[src/hdl/obpl_pkg.sv]
`timescale 1ns / 1ps
// ---------------------------------------------------------------------------
// obpl_pkg
// Shared types, codes and constants of the one-button PIN lock pager.
// ---------------------------------------------------------------------------
package obpl_pkg;

  localparam int unsigned PIN_DIGITS = 4;
  localparam int unsigned DIG_W      = 4;
  localparam int unsigned DIG_IDX_W  = $clog2(PIN_DIGITS);
  localparam int unsigned POS_W      = 3;
  localparam int unsigned PAGE_W     = 8;
  localparam int unsigned CNT_W      = 24;
  localparam int unsigned KIND_W     = 3;
  localparam int unsigned CFG_IDX_W  = 3;
  localparam int unsigned CFG_DATA_W = 24;
  localparam int unsigned PIN_W      = PIN_DIGITS * DIG_W;

  localparam logic [DIG_W-1:0]  UNSET_DIGIT = 4'hF;
  localparam logic [DIG_W-1:0]  DIGIT_MAX   = 4'd9;
  localparam logic [POS_W-1:0]  LAST_POS    = POS_W'(PIN_DIGITS - 1);
  localparam logic [CNT_W-1:0]  COUNT_MAX   = {CNT_W{1'b1}};
  localparam logic [PAGE_W-1:0] FIRST_PAGE  = 8'd1;

  typedef enum logic [KIND_W-1:0] {
    KIND_TICK  = 3'd0,
    KIND_PRESS = 3'd1,
    KIND_SHOW  = 3'd2,
    KIND_MODAL = 3'd3,
    KIND_POLL  = 3'd4,
    KIND_RESET = 3'd5
  } kind_e;

  typedef enum logic [CFG_IDX_W-1:0] {
    CFG_PIN_CODE     = 3'd0,
    CFG_LOCK_PAGE    = 3'd1,
    CFG_PAGE_COUNT   = 3'd2,
    CFG_IDLE_TIMEOUT = 3'd3,
    CFG_REFRESH_INT  = 3'd4,
    CFG_DIGIT_PAUSE  = 3'd5
  } cfg_idx_e;

  typedef struct packed {
    logic [PIN_W-1:0]  pin_code;
    logic [PAGE_W-1:0] lock_page;
    logic [PAGE_W-1:0] page_count;
    logic [CNT_W-1:0]  idle_timeout;
    logic [CNT_W-1:0]  refresh_interval;
    logic [CNT_W-1:0]  digit_pause;
  } cfg_t;

  typedef struct packed {
    logic [PAGE_W-1:0] page_now;
    logic              is_locked;
    logic              is_dark;
    logic              modal_on;
    logic              refresh_due;
    logic [POS_W-1:0]  digit_position;
    logic [PIN_W-1:0]  entered_digits;
  } res_t;

  function automatic logic [CNT_W-1:0] sat_inc(input logic [CNT_W-1:0] v);
    return (v == COUNT_MAX) ? COUNT_MAX : v + 1'b1;
  endfunction

endpackage

[src/hdl/obpl_cfg.sv]
`timescale 1ns / 1ps
// ---------------------------------------------------------------------------
// obpl_cfg
// Configuration register file, written through a plain write port.
// ---------------------------------------------------------------------------
module obpl_cfg (
  input  logic                                clk_i,
  input  logic                                rst_ni,
  input  logic                                cfg_we_i,
  input  logic [obpl_pkg::CFG_IDX_W-1:0]      cfg_idx_i,
  input  logic [obpl_pkg::CFG_DATA_W-1:0]     cfg_data_i,
  output obpl_pkg::cfg_t                      cfg_o
);

  obpl_pkg::cfg_t cfg_q, cfg_d;

  always_comb begin
    cfg_d = cfg_q;
    if (cfg_we_i) begin
      unique case (obpl_pkg::cfg_idx_e'(cfg_idx_i))
        obpl_pkg::CFG_PIN_CODE:     cfg_d.pin_code         = cfg_data_i[obpl_pkg::PIN_W-1:0];
        obpl_pkg::CFG_LOCK_PAGE:    cfg_d.lock_page        = cfg_data_i[obpl_pkg::PAGE_W-1:0];
        obpl_pkg::CFG_PAGE_COUNT:   cfg_d.page_count       = cfg_data_i[obpl_pkg::PAGE_W-1:0];
        obpl_pkg::CFG_IDLE_TIMEOUT: cfg_d.idle_timeout     = cfg_data_i[obpl_pkg::CNT_W-1:0];
        obpl_pkg::CFG_REFRESH_INT:  cfg_d.refresh_interval = cfg_data_i[obpl_pkg::CNT_W-1:0];
        obpl_pkg::CFG_DIGIT_PAUSE:  cfg_d.digit_pause      = cfg_data_i[obpl_pkg::CNT_W-1:0];
        default: ;
      endcase
    end
  end

  always_ff @(posedge clk_i or negedge rst_ni) begin
    if (!rst_ni) begin
      cfg_q.pin_code         <= '0;
      cfg_q.lock_page        <= '0;
      cfg_q.page_count       <= 8'd1;
      cfg_q.idle_timeout     <= 24'd30000;
      cfg_q.refresh_interval <= '0;
      cfg_q.digit_pause      <= 24'd2000;
    end else begin
      cfg_q <= cfg_d;
    end
  end

  assign cfg_o = cfg_q;

endmodule

[src/hdl/obpl_engine.sv]
`timescale 1ns / 1ps
// ---------------------------------------------------------------------------
// obpl_engine
// Pager state and its update for one staged item.
// ---------------------------------------------------------------------------
module obpl_engine (
  input  logic                              clk_i,
  input  logic                              rst_ni,
  input  logic                              step_i,
  input  obpl_pkg::kind_e                   kind_i,
  input  logic [obpl_pkg::PAGE_W-1:0]       page_request_i,
  input  obpl_pkg::cfg_t                    cfg_i,
  output obpl_pkg::res_t                    res_o
);

  logic [obpl_pkg::PAGE_W-1:0] page_q, page_d;
  logic                        locked_q, locked_d;
  logic                        dark_q, dark_d;
  logic                        modal_q, modal_d;
  logic                        rflag_q, rflag_d;
  logic [obpl_pkg::POS_W-1:0]  idx_q, idx_d;
  logic [obpl_pkg::DIG_W-1:0]  dig_q [obpl_pkg::PIN_DIGITS];
  logic [obpl_pkg::DIG_W-1:0]  dig_d [obpl_pkg::PIN_DIGITS];
  logic [obpl_pkg::CNT_W-1:0]  idle_q, idle_d;
  logic [obpl_pkg::CNT_W-1:0]  refr_q, refr_d;
  logic [obpl_pkg::CNT_W-1:0]  dcnt_q, dcnt_d;

  logic [obpl_pkg::CNT_W-1:0]  idle_inc, refr_inc, dcnt_inc;
  logic [obpl_pkg::DIG_W-1:0]  cur_dig;
  logic [obpl_pkg::PAGE_W-1:0] page_inc;
  logic [obpl_pkg::PIN_W-1:0]  entered_q, entered_d;
  logic                        pin_match;
  logic                        due;

  always_comb begin
    for (int i = 0; i < obpl_pkg::PIN_DIGITS; i++) begin
      entered_q[i*obpl_pkg::DIG_W +: obpl_pkg::DIG_W] = dig_q[i];
      entered_d[i*obpl_pkg::DIG_W +: obpl_pkg::DIG_W] = dig_d[i];
    end
  end

  assign idle_inc  = obpl_pkg::sat_inc(idle_q);
  assign refr_inc  = obpl_pkg::sat_inc(refr_q);
  assign dcnt_inc  = obpl_pkg::sat_inc(dcnt_q);
  assign cur_dig   = dig_q[idx_q[obpl_pkg::DIG_IDX_W-1:0]];
  assign pin_match = (entered_q == cfg_i.pin_code);
  assign page_inc  = dark_q ? page_q : page_q + 1'b1;

  always_comb begin
    page_d   = page_q;
    locked_d = locked_q;
    dark_d   = dark_q;
    modal_d  = modal_q;
    rflag_d  = rflag_q;
    idx_d    = idx_q;
    dig_d    = dig_q;
    idle_d   = idle_q;
    refr_d   = refr_q;
    dcnt_d   = dcnt_q;
    due      = 1'b0;
    if (step_i) begin
      unique case (kind_i)
        obpl_pkg::KIND_TICK: begin
          idle_d = idle_inc;
          refr_d = refr_inc;
          dcnt_d = dcnt_inc;
          if (idle_inc >= cfg_i.idle_timeout) begin
            locked_d = 1'b1;
            idx_d    = '0;
            for (int i = 0; i < obpl_pkg::PIN_DIGITS; i++) dig_d[i] = obpl_pkg::UNSET_DIGIT;
            if (!dark_q) begin
              dark_d  = 1'b1;
              modal_d = 1'b0;
            end
          end else begin
            if ((cfg_i.refresh_interval != '0) && (refr_inc >= cfg_i.refresh_interval)) begin
              rflag_d = 1'b1;
              refr_d  = '0;
            end
            if (locked_q && (dcnt_inc >= cfg_i.digit_pause) &&
                (dig_q[0] != obpl_pkg::UNSET_DIGIT)) begin
              rflag_d = 1'b1;
              if (pin_match) begin
                locked_d = 1'b0;
                page_d   = obpl_pkg::FIRST_PAGE;
                modal_d  = 1'b0;
                dark_d   = 1'b0;
                idle_d   = '0;
              end else if ((cur_dig == obpl_pkg::UNSET_DIGIT) ||
                           (idx_q >= obpl_pkg::LAST_POS)) begin
                // pause on an unset digit, or at the last digit: start over
                locked_d = 1'b1;
                idx_d    = '0;
                for (int i = 0; i < obpl_pkg::PIN_DIGITS; i++) begin
                  dig_d[i] = obpl_pkg::UNSET_DIGIT;
                end
                if (cur_dig != obpl_pkg::UNSET_DIGIT) dcnt_d = '0;
              end else begin
                idx_d  = idx_q + 1'b1;
                dcnt_d = '0;
              end
            end
          end
        end
        obpl_pkg::KIND_PRESS: begin
          if (locked_q) begin
            page_d = cfg_i.lock_page;
            if (!dark_q) begin
              dig_d[idx_q[obpl_pkg::DIG_IDX_W-1:0]] =
                (cur_dig >= obpl_pkg::DIGIT_MAX) ? '0 : cur_dig + 1'b1;
            end
            dcnt_d = '0;
          end else begin
            page_d = ((page_inc == '0) || (page_inc > cfg_i.page_count)) ?
                     obpl_pkg::FIRST_PAGE : page_inc;
          end
          modal_d = 1'b0;
          rflag_d = 1'b1;
          dark_d  = 1'b0;
          idle_d  = '0;
        end
        obpl_pkg::KIND_SHOW: begin
          page_d  = page_request_i;
          rflag_d = 1'b1;
          modal_d = 1'b0;
          dark_d  = 1'b0;
          idle_d  = '0;
        end
        obpl_pkg::KIND_MODAL: begin
          modal_d = 1'b1;
          dark_d  = 1'b0;
          idle_d  = '0;
        end
        obpl_pkg::KIND_POLL: begin
          if (!modal_q) begin
            due     = rflag_q;
            rflag_d = 1'b0;
          end
        end
        obpl_pkg::KIND_RESET: begin
          page_d   = '0;
          dark_d   = 1'b1;
          modal_d  = 1'b0;
          locked_d = 1'b1;
        end
        default: ;
      endcase
    end
  end

  always_ff @(posedge clk_i or negedge rst_ni) begin
    if (!rst_ni) begin
      page_q   <= '0;
      locked_q <= 1'b1;
      dark_q   <= 1'b1;
      modal_q  <= 1'b0;
      rflag_q  <= 1'b0;
      idx_q    <= '0;
      for (int i = 0; i < obpl_pkg::PIN_DIGITS; i++) dig_q[i] <= obpl_pkg::UNSET_DIGIT;
      idle_q   <= '0;
      refr_q   <= '0;
      dcnt_q   <= '0;
    end else begin
      page_q   <= page_d;
      locked_q <= locked_d;
      dark_q   <= dark_d;
      modal_q  <= modal_d;
      rflag_q  <= rflag_d;
      idx_q    <= idx_d;
      dig_q    <= dig_d;
      idle_q   <= idle_d;
      refr_q   <= refr_d;
      dcnt_q   <= dcnt_d;
    end
  end

  always_comb begin
    res_o.page_now       = page_d;
    res_o.is_locked      = locked_d;
    res_o.is_dark        = dark_d;
    res_o.modal_on       = modal_d;
    res_o.refresh_due    = due;
    res_o.digit_position = idx_d;
    res_o.entered_digits = entered_d;
  end

  a_idx_range: assert property (@(posedge clk_i) disable iff (!rst_ni)
    idx_q <= obpl_pkg::LAST_POS)
    else $error("digit index out of range");

  a_press_wakes: assert property (@(posedge clk_i) disable iff (!rst_ni)
    step_i && (kind_i == obpl_pkg::KIND_PRESS) |=> !dark_q && rflag_q && !modal_q)
    else $error("press did not wake the display");

  a_soft_reset: assert property (@(posedge clk_i) disable iff (!rst_ni)
    step_i && (kind_i == obpl_pkg::KIND_RESET) |=> locked_q && dark_q && (page_q == '0))
    else $error("soft reset state wrong");

  a_poll_modal: assert property (@(posedge clk_i) disable iff (!rst_ni)
    step_i && (kind_i == obpl_pkg::KIND_POLL) && modal_q |=> rflag_q == $past(rflag_q))
    else $error("poll under modal changed the refresh flag");

  a_idle_step: assert property (@(posedge clk_i) disable iff (!rst_ni)
    !step_i |=> $stable(idle_q) && $stable(idx_q) && $stable(locked_q))
    else $error("state moved without an item");

endmodule

[src/hdl/one_button_pin_lock_pager_core.sv]
`timescale 1ns / 1ps
// ---------------------------------------------------------------------------
// one_button_pin_lock_pager_core
// One-button page selector with a four-digit PIN lock, idle lock-out and
// refresh bookkeeping. One result item for every input item.
// ---------------------------------------------------------------------------
//  channel | direction | handshake                | payload
//  in      | input     | in_valid_i / in_ready_o  | kind_i, page_request_i
//  out     | output    | out_valid_o / out_ready_i| page_now_o .. entered_digits_o
//  cfg     | input     | cfg_we_i                 | cfg_idx_i, cfg_data_i
//
//  One item per cycle sustained while out_ready_i is high; a result is valid
//  after the item passes the input register, then the state update into the result register.
//  Reset loads valid flags, engine state and register defaults; no clearing pass.
//  An output stall holds the staged item; input stays ready while the staged
//  item can move into a free or draining result register.
// ---------------------------------------------------------------------------
module one_button_pin_lock_pager_core (
  input  logic                              clk_i,
  input  logic                              rst_ni,
  input  logic                              in_valid_i,
  output logic                              in_ready_o,
  input  logic [obpl_pkg::KIND_W-1:0]       kind_i,
  input  logic [obpl_pkg::PAGE_W-1:0]       page_request_i,
  output logic                              out_valid_o,
  input  logic                              out_ready_i,
  output logic [obpl_pkg::PAGE_W-1:0]       page_now_o,
  output logic                              is_locked_o,
  output logic                              is_dark_o,
  output logic                              modal_on_o,
  output logic                              refresh_due_o,
  output logic [obpl_pkg::POS_W-1:0]        digit_position_o,
  output logic [obpl_pkg::PIN_W-1:0]        entered_digits_o,
  input  logic                              cfg_we_i,
  input  logic [obpl_pkg::CFG_IDX_W-1:0]    cfg_idx_i,
  input  logic [obpl_pkg::CFG_DATA_W-1:0]   cfg_data_i
);

  obpl_pkg::cfg_t              cfg;
  obpl_pkg::res_t              res_d, res_q;
  logic                        stg_valid_q, stg_valid_d;
  logic [obpl_pkg::KIND_W-1:0] stg_kind_q;
  logic [obpl_pkg::PAGE_W-1:0] stg_req_q;
  logic                        out_valid_q, out_valid_d;
  logic                        advance;
  logic                        in_fire;

  obpl_cfg u_cfg (
    .clk_i      (clk_i),
    .rst_ni     (rst_ni),
    .cfg_we_i   (cfg_we_i),
    .cfg_idx_i  (cfg_idx_i),
    .cfg_data_i (cfg_data_i),
    .cfg_o      (cfg)
  );

  assign advance    = stg_valid_q && (!out_valid_q || out_ready_i);
  assign in_ready_o = !stg_valid_q || advance;
  assign in_fire    = in_valid_i && in_ready_o;

  obpl_engine u_engine (
    .clk_i          (clk_i),
    .rst_ni         (rst_ni),
    .step_i         (advance),
    .kind_i         (obpl_pkg::kind_e'(stg_kind_q)),
    .page_request_i (stg_req_q),
    .cfg_i          (cfg),
    .res_o          (res_d)
  );

  always_comb begin
    stg_valid_d = in_fire ? 1'b1 : (advance ? 1'b0 : stg_valid_q);
    out_valid_d = advance ? 1'b1 : (out_ready_i ? 1'b0 : out_valid_q);
  end

  always_ff @(posedge clk_i or negedge rst_ni) begin
    if (!rst_ni) begin
      stg_valid_q <= 1'b0;
      out_valid_q <= 1'b0;
    end else begin
      stg_valid_q <= stg_valid_d;
      out_valid_q <= out_valid_d;
    end
  end

  always_ff @(posedge clk_i) begin
    if (in_fire) begin
      stg_kind_q <= kind_i;
      stg_req_q  <= page_request_i;
    end
    if (advance) begin
      res_q <= res_d;
    end
  end

  assign out_valid_o      = out_valid_q;
  assign page_now_o       = res_q.page_now;
  assign is_locked_o      = res_q.is_locked;
  assign is_dark_o        = res_q.is_dark;
  assign modal_on_o       = res_q.modal_on;
  assign refresh_due_o    = res_q.refresh_due;
  assign digit_position_o = res_q.digit_position;
  assign entered_digits_o = res_q.entered_digits;

endmodule
[config.mk]
export PLATFORM = sky130hd
export DESIGN_NAME = one_button_pin_lock_pager_core
export DESIGN_NICKNAME = d
export VERILOG_FILES = /design/src/hdl/obpl_pkg.sv /design/src/hdl/obpl_cfg.sv /design/src/hdl/obpl_engine.sv /design/src/hdl/one_button_pin_lock_pager_core.sv
export SDC_FILE = /design/constraint.sdc
export NUM_CORES = 1
export LEC_CHECK = 0
export ABC_CLOCK_PERIOD_IN_PS = 7600
export BUFFER_PORTS_ARGS = -buffer_cell sky130_fd_sc_hd__buf_2
export CAP_MARGIN = 0
export CORE_ASPECT_RATIO = 2
export CORE_UTILIZATION = 47
export DETAILED_ROUTE_END_ITERATION = 10
export SLEW_MARGIN = 0
export SYNTH_ARGS = -nofsm -noshare
export SYNTH_HDL_FRONTEND = slang
export SYNTH_SLANG_ARGS = --single-unit
[constraint.sdc]
create_clock -name clk_i -period 7.6 [get_ports clk_i]
set_input_delay 1.52 -clock clk_i [delete_from_list [all_inputs] [get_ports clk_i]]
set_output_delay 1.52 -clock clk_i [all_outputs]
set_load 0.03 [all_outputs]
## Word level (Yosys, flattened, before mapping)

Index checks and enable logic that the tools add are counted.

| word-level totals | value |
|---|---|
| register bits | 251 |
| word-level logic and storage cells | 173 |
| input bits | 43 |
| output and inout bits | 33 |

| cells by class | value |
|---|---|
| equal/unequal tests | 21 |
| reduce and logical (&&, ||, !) cells | 35 |
| bitwise logic cells | 2 |
| $lt $le $gt $ge | 8 |
| mux-type cells | 71 |
| add/subtract/negate cells | 6 |

Operators with widths:

| operator | count |
|---|---|
| $mux W24 | 14 |
| $mux W16 | 7 |
| $pmux W24 S2 | 2 |
| $add A24 B1 Y24 const B | 3 |
| $eq A24 B24 Y1 const B | 3 |
| $ge A24 B24 Y1 | 3 |
| $mux W8 | 7 |
| $pmux W16 S2 | 1 |
| $pmux W8 S4 | 1 |
| $reduce_bool A24 Y1 | 1 |
| $mux W1 | 22 |
| $mux W3 | 6 |
| $bwmux W16 | 1 |
| $eq A16 B16 Y1 | 1 |
| $mux W4 | 4 |
| $reduce_and A2 Y1 | 8 |
| $eq A3 B2 Y1 const B | 4 |
| $eq A3 B3 Y1 const B | 4 |
| $pmux W1 S3 | 3 |
| $add A8 B1 Y8 const B | 1 |
| $bmux W4 S2 | 1 |
| $demux W4 S2 | 1 |
| $gt A8 B8 Y1 | 1 |
| $logic_not A8 Y1 | 1 |
| other kinds (25) | 43 |

## Logic depth before layout (Yosys ltp)

| depth | value |
|---|---|
| word-level depth | 12 |
| gate-level depth with buffers | 21 |
| mapped depth without buffers | 17 |

## Cells and area by module

A second synthesis with hierarchy kept.

| second synthesis, totals | value |
|---|---|
| cell total of the unflattened synthesis | 1441 |
| area total of the unflattened synthesis | 14537.7 um^2 |

By module, submodules not included:

| module | area an instance (um^2) | times used | cells each | seq. area each (um^2) |
|---|---|---|---|---|
| obpl_engine | 9217.6 | 1 | 1166 | 2600.0 |
| obpl_cfg | 3955.0 | 1 | 225 | 2620.0 |
| one_button_pin_lock_pager_core | 1365.1 | 1 | 50 | 1311.3 |

## Worst setup path after synthesis

Ideal clock, no wire load.

| timing | value |
|---|---|
| kind | flip-flop to flip-flop |
| start | register u_engine.dcnt_q[0] (netlist bit) |
| end | register res_q (netlist bit page_now_o[2]) (data pin) |
| clock period less this slack | 4.129 ns |
| data required time | 7.328 ns |
| setup time | 0.272 ns |
| path buffers | 1 |
| slack | 3.471 ns |
| data arrival time | 3.857 ns |
| stages on the path, launching flop included | 19 |
| cell sequence | dfrtp_1 -> ha_1 -> nand3_1 -> nor2_2 -> nand4_4 -> nor2_4 -> and3_1 -> and3_1 -> buf_6 -> or3_1 -> ha_1 -> nand4_2 -> nor4_2 -> nand4_1 -> a21oi_2 -> o21ai_2 -> or3_1 -> a21oi_2 -> o211ai_1 |

RTL lines:

| item | RTL line | text |
|---|---|---|
| from (decl) | obpl_engine.sv:26 | `logic [obpl_pkg::CNT_W-1:0] dcnt_q, dcnt_d;` |
| from (signal assigned) | obpl_engine.sv:173 | `dcnt_q <= dcnt_d;` |
| to (signal assigned) | one_button_pin_lock_pager_core.sv:92 | `res_q <= res_d;` |
| to (decl) | one_button_pin_lock_pager_core.sv:40 | `obpl_pkg::res_t res_d, res_q;` |

==> qor.txt <==
status: completed
CP arrival: 6.29 ns
register area share after synthesis: 44.88%
Max Buffers Root-to-Sink: 3
Syn Area/Cell: 9.860 um2
Final Max Tran Viols: 0
area delta synth->final: 10.69%
Final HPWL DP: 27780 um
# setup viols final: 0
final hold vios: 0
CTS tree: yes
DR vias/cell: 5.832
Clk pwr share: 34.8%
port bufs: 75
Unique masters post-synth: 76
DRT Wirelength: 37530 um
WS Path Type: reg2reg
Resized Gates After CTS: 0
most frequent cell on the critical path: nor2_1
Cell Area, Synth: 14550 um2
Setup WS post-layout: 1.705 ns
Hold Crit Class: reg2reg
sw frac: 29.88%
DRT iter0 DRCs: 410
Antenna Cells: 0
gr ovfl total: 0
maximum vdd drop: 0.2155 mV
Synth area leaders: dfrtp_1 (30%), edfxtp_1 (8.7%), ha_1 (7.8%)
Pre-antenna DRT Iters: 5
clk_lat worst skew: 0.55 ns
Yosys reg bits: 251
via count: 11145
wire length per cell: 19.64 um
Die H: 250.9 um
Slowest Stage Delay on Critical Path: 0.87 ns
Final Util: 53.18%
worst slew pin tran: 1.130 ns
Max Clock Skew: 0.01637 ns
Pwr Density: 245.4 nW/um2
htree depth: 1
register share of total power: 44.8%
crit path max-delay cell type: nor2_1
Worst Path Buf+Inv: 0
largest net degree at the start of global routing: 158
Startpoint Class: flop
initial core utilization: 48.05%
initial antenna violation count: 0
cell accounting for the most synthesized area: dfrtp_1
CP required: 8.00 ns
min cycle time layout: 5.895 ns
Sum Neg Setup Slack: 0 ns
delay-heaviest family, CP: simple AND/OR/NAND/NOR gates
TritonCTS buffer count: 25
Async S/R FF share, synth: 83.27%
Fin Hold WS: 0.4991 ns
fin crit share: 77.57%
Rel. slew slack: 24.38%
sw power: 1.181 mW
Synth top cells by count: dfrtp_1 (177), nand2_1 (169), inv_1 (117)
Clock Root Buffer: clkbuf_16
hold buffer count at CTS: 0
Final Power: 3.953 mW
Post-synth EDFFs: 42
Die X: 126.4 um
Crit. End Element: flop
gpl congestion: 0.8600
Post-Synthesis Cells: 1476
internal power: 2.772 mW
Lkg Pwr: 7.454 nW
setup bufs post-CTS: 0
Logic pwr share: 20.4%
# nets final: 1658
Max Fclk: 169.6 MHz
first-pass GRT wire length: 60210 um
RSZ-0062 raised after global routing: no
Mapped Nets: 1610
maxcap violations: 0
Top FF cell, synth: dfrtp_1
cells along the critical path: and3_4 > nand3_1 > nor3_1 > nand4_2 > nor2_1 > and3_1 > xnor2_1 > nand2_1 > ha_1 > nand4_1 > nor4_1 > o211ai_1 > o21ai_1 > or2_1 > a21oi_1 > nor2_1 > a221o_1
Core Box Area: 30290 um2
top-count cell post-synth: dfrtp_1
area of the die: 31720 um2
# clock sinks: 251
Synth Warn #: 0
GRT Total Usage: 24.39%
pre-CTS setup slack: 1.849 ns
# IOs: 76
Core Rows: 90
number of routed nets with antenna violations: 0
clk slew on worst S/H paths: 0.06 ns
top-area cell type share of the netlist area: 30.43%
DRC: 0
CP max FO: 16
layout cells sized above 1: 17.69%
number of global-route vias before repair: 11326
-- cell families after synthesis --
logic type	count (synthesis)	synth area share, %
simple gates	441	15.36
mux	80	6.491
flops	251	44.88
xor+xnor	70	4.212
fa+ha+maj	91	7.823
buf+inv	187	5.425
compound gates	356	15.81
-- stage by stage --
step / area, um2 / cells
2_1_floorplan: 14550 / 1476
4_1_cts: 16110 / 1911
3_3_place_gp: 15210 / 1865
5_1_grt: 16110 / 1911
3_5_place_dp: 15210 / 1865
6_report: 16110 / 1911
-- power groups by stage --
| stage | clock, mW | sequential (mW) | combinational [mW] |
|---|---|---|---|
| floorplan | 0 | 1.78 | 0.563 |
| global placement | 0 | 1.79 | 0.785 |
| finish | 1.37 | 1.77 | 0.807 |
| CTS | 1.41 | 1.77 | 0.818 |
| detailed placement | 0 | 1.79 | 0.813 |
| global route | 1.45 | 1.80 | 0.912 |
-- state kept, by name, summed over array words and instances (netlist names) --
register	cells
modal_on_o	1
u_engine.refr_q	24
is_dark_o	1
entered_digits_o	16
out_valid_o	1
u_engine.idle_q	24
u_engine.page_q	8
is_locked_o	1
page_now_o	8
u_cfg.cfg_o	104
u_engine.dig_q	16
u_engine.rflag_q	1
u_engine.locked_q	1
u_engine.dark_q	1
u_engine.idx_q	3
u_engine.modal_q	1
stg_kind_q	3
stg_req_q	8
digit_position_o	3
refresh_due_o	1
u_engine.dcnt_q	24
stg_valid_q	1
-- final timing paths --
| path | from | endpoint | slack [ns] | cells past startpoint |
|---|---|---|---|---|
| max | u_engine.idle_q[2]$_DFFE_PN0P_ | entered_digits_o[15]$_DFFE_PP_ | 1.70 | 17 |
| min | stg_valid_q$_DFFE_PN0P_ | out_valid_o$_DFFE_PN0P_ | 0.50 | 1 |
| max reg2reg | u_engine.idle_q[2]$_DFFE_PN0P_ | entered_digits_o[15]$_DFFE_PP_ | 1.70 | 17 |
| min reg2reg | stg_valid_q$_DFFE_PN0P_ | out_valid_o$_DFFE_PN0P_ | 0.50 | 1 |
| max in group asynchronous | rst_ni | u_cfg.cfg_o[84]$_DFFE_PN0P_ | 5.45 | 2 |
| min in group asynchronous | rst_ni | u_engine.dcnt_q[22]$_DFFE_PN0P_ | 0.92 | 1 |
-- layout make-up --
class / count / area (um2)
fill: 2722 / 14180
multi-input combinational: 1038 / 7259
sequential: 251 / 6531
clock buffer: 27 / 633.1
timing repair buffer: 91 / 516.7
tap: 368 / 460.4
inverter: 117 / 439.2
clock inverter: 19 / 269.0
-- layout by cell type, fill, tap and decap left out, types with 13 or more instances in the layout --
cell | Yosys | final
a22o_1 | 24 | 24
nand3_1 | 42 | 42
inv_1 | 117 | 117
nor2_1 | 68 | 68
clkbuf_16 | 0 | 25
a221o_1 | 16 | 16
ha_1 | 91 | 91
nand2b_1 | 14 | 14
xnor2_1 | 35 | 35
buf_2 | 17 | 74
nor3_1 | 17 | 14
dfstp_2 | 32 | 32
dfrtp_1 | 177 | 177
o22a_1 | 14 | 14
nand2_1 | 169 | 169
a31oi_1 | 23 | 22
nor4_1 | 13 | 13
and2_1 | 15 | 15
a21o_1 | 19 | 19
buf_4 | 3 | 15
edfxtp_1 | 42 | 42
xor2_1 | 35 | 35
nand4_1 | 26 | 26
mux2_2 | 75 | 75
o21ai_0 | 104 | 104
a21oi_1 | 78 | 78
-- metal layers --
metal  track usage (%)  share of wire (%)  vias up
li1                  -                  -     5362
met1             26.39                 38     5495
met2             47.23                 55      218
met3             2.660                3.2       70
met4             10.05                3.6        0
met5                 0                  0        -
(Power assumes the default switching activity.)
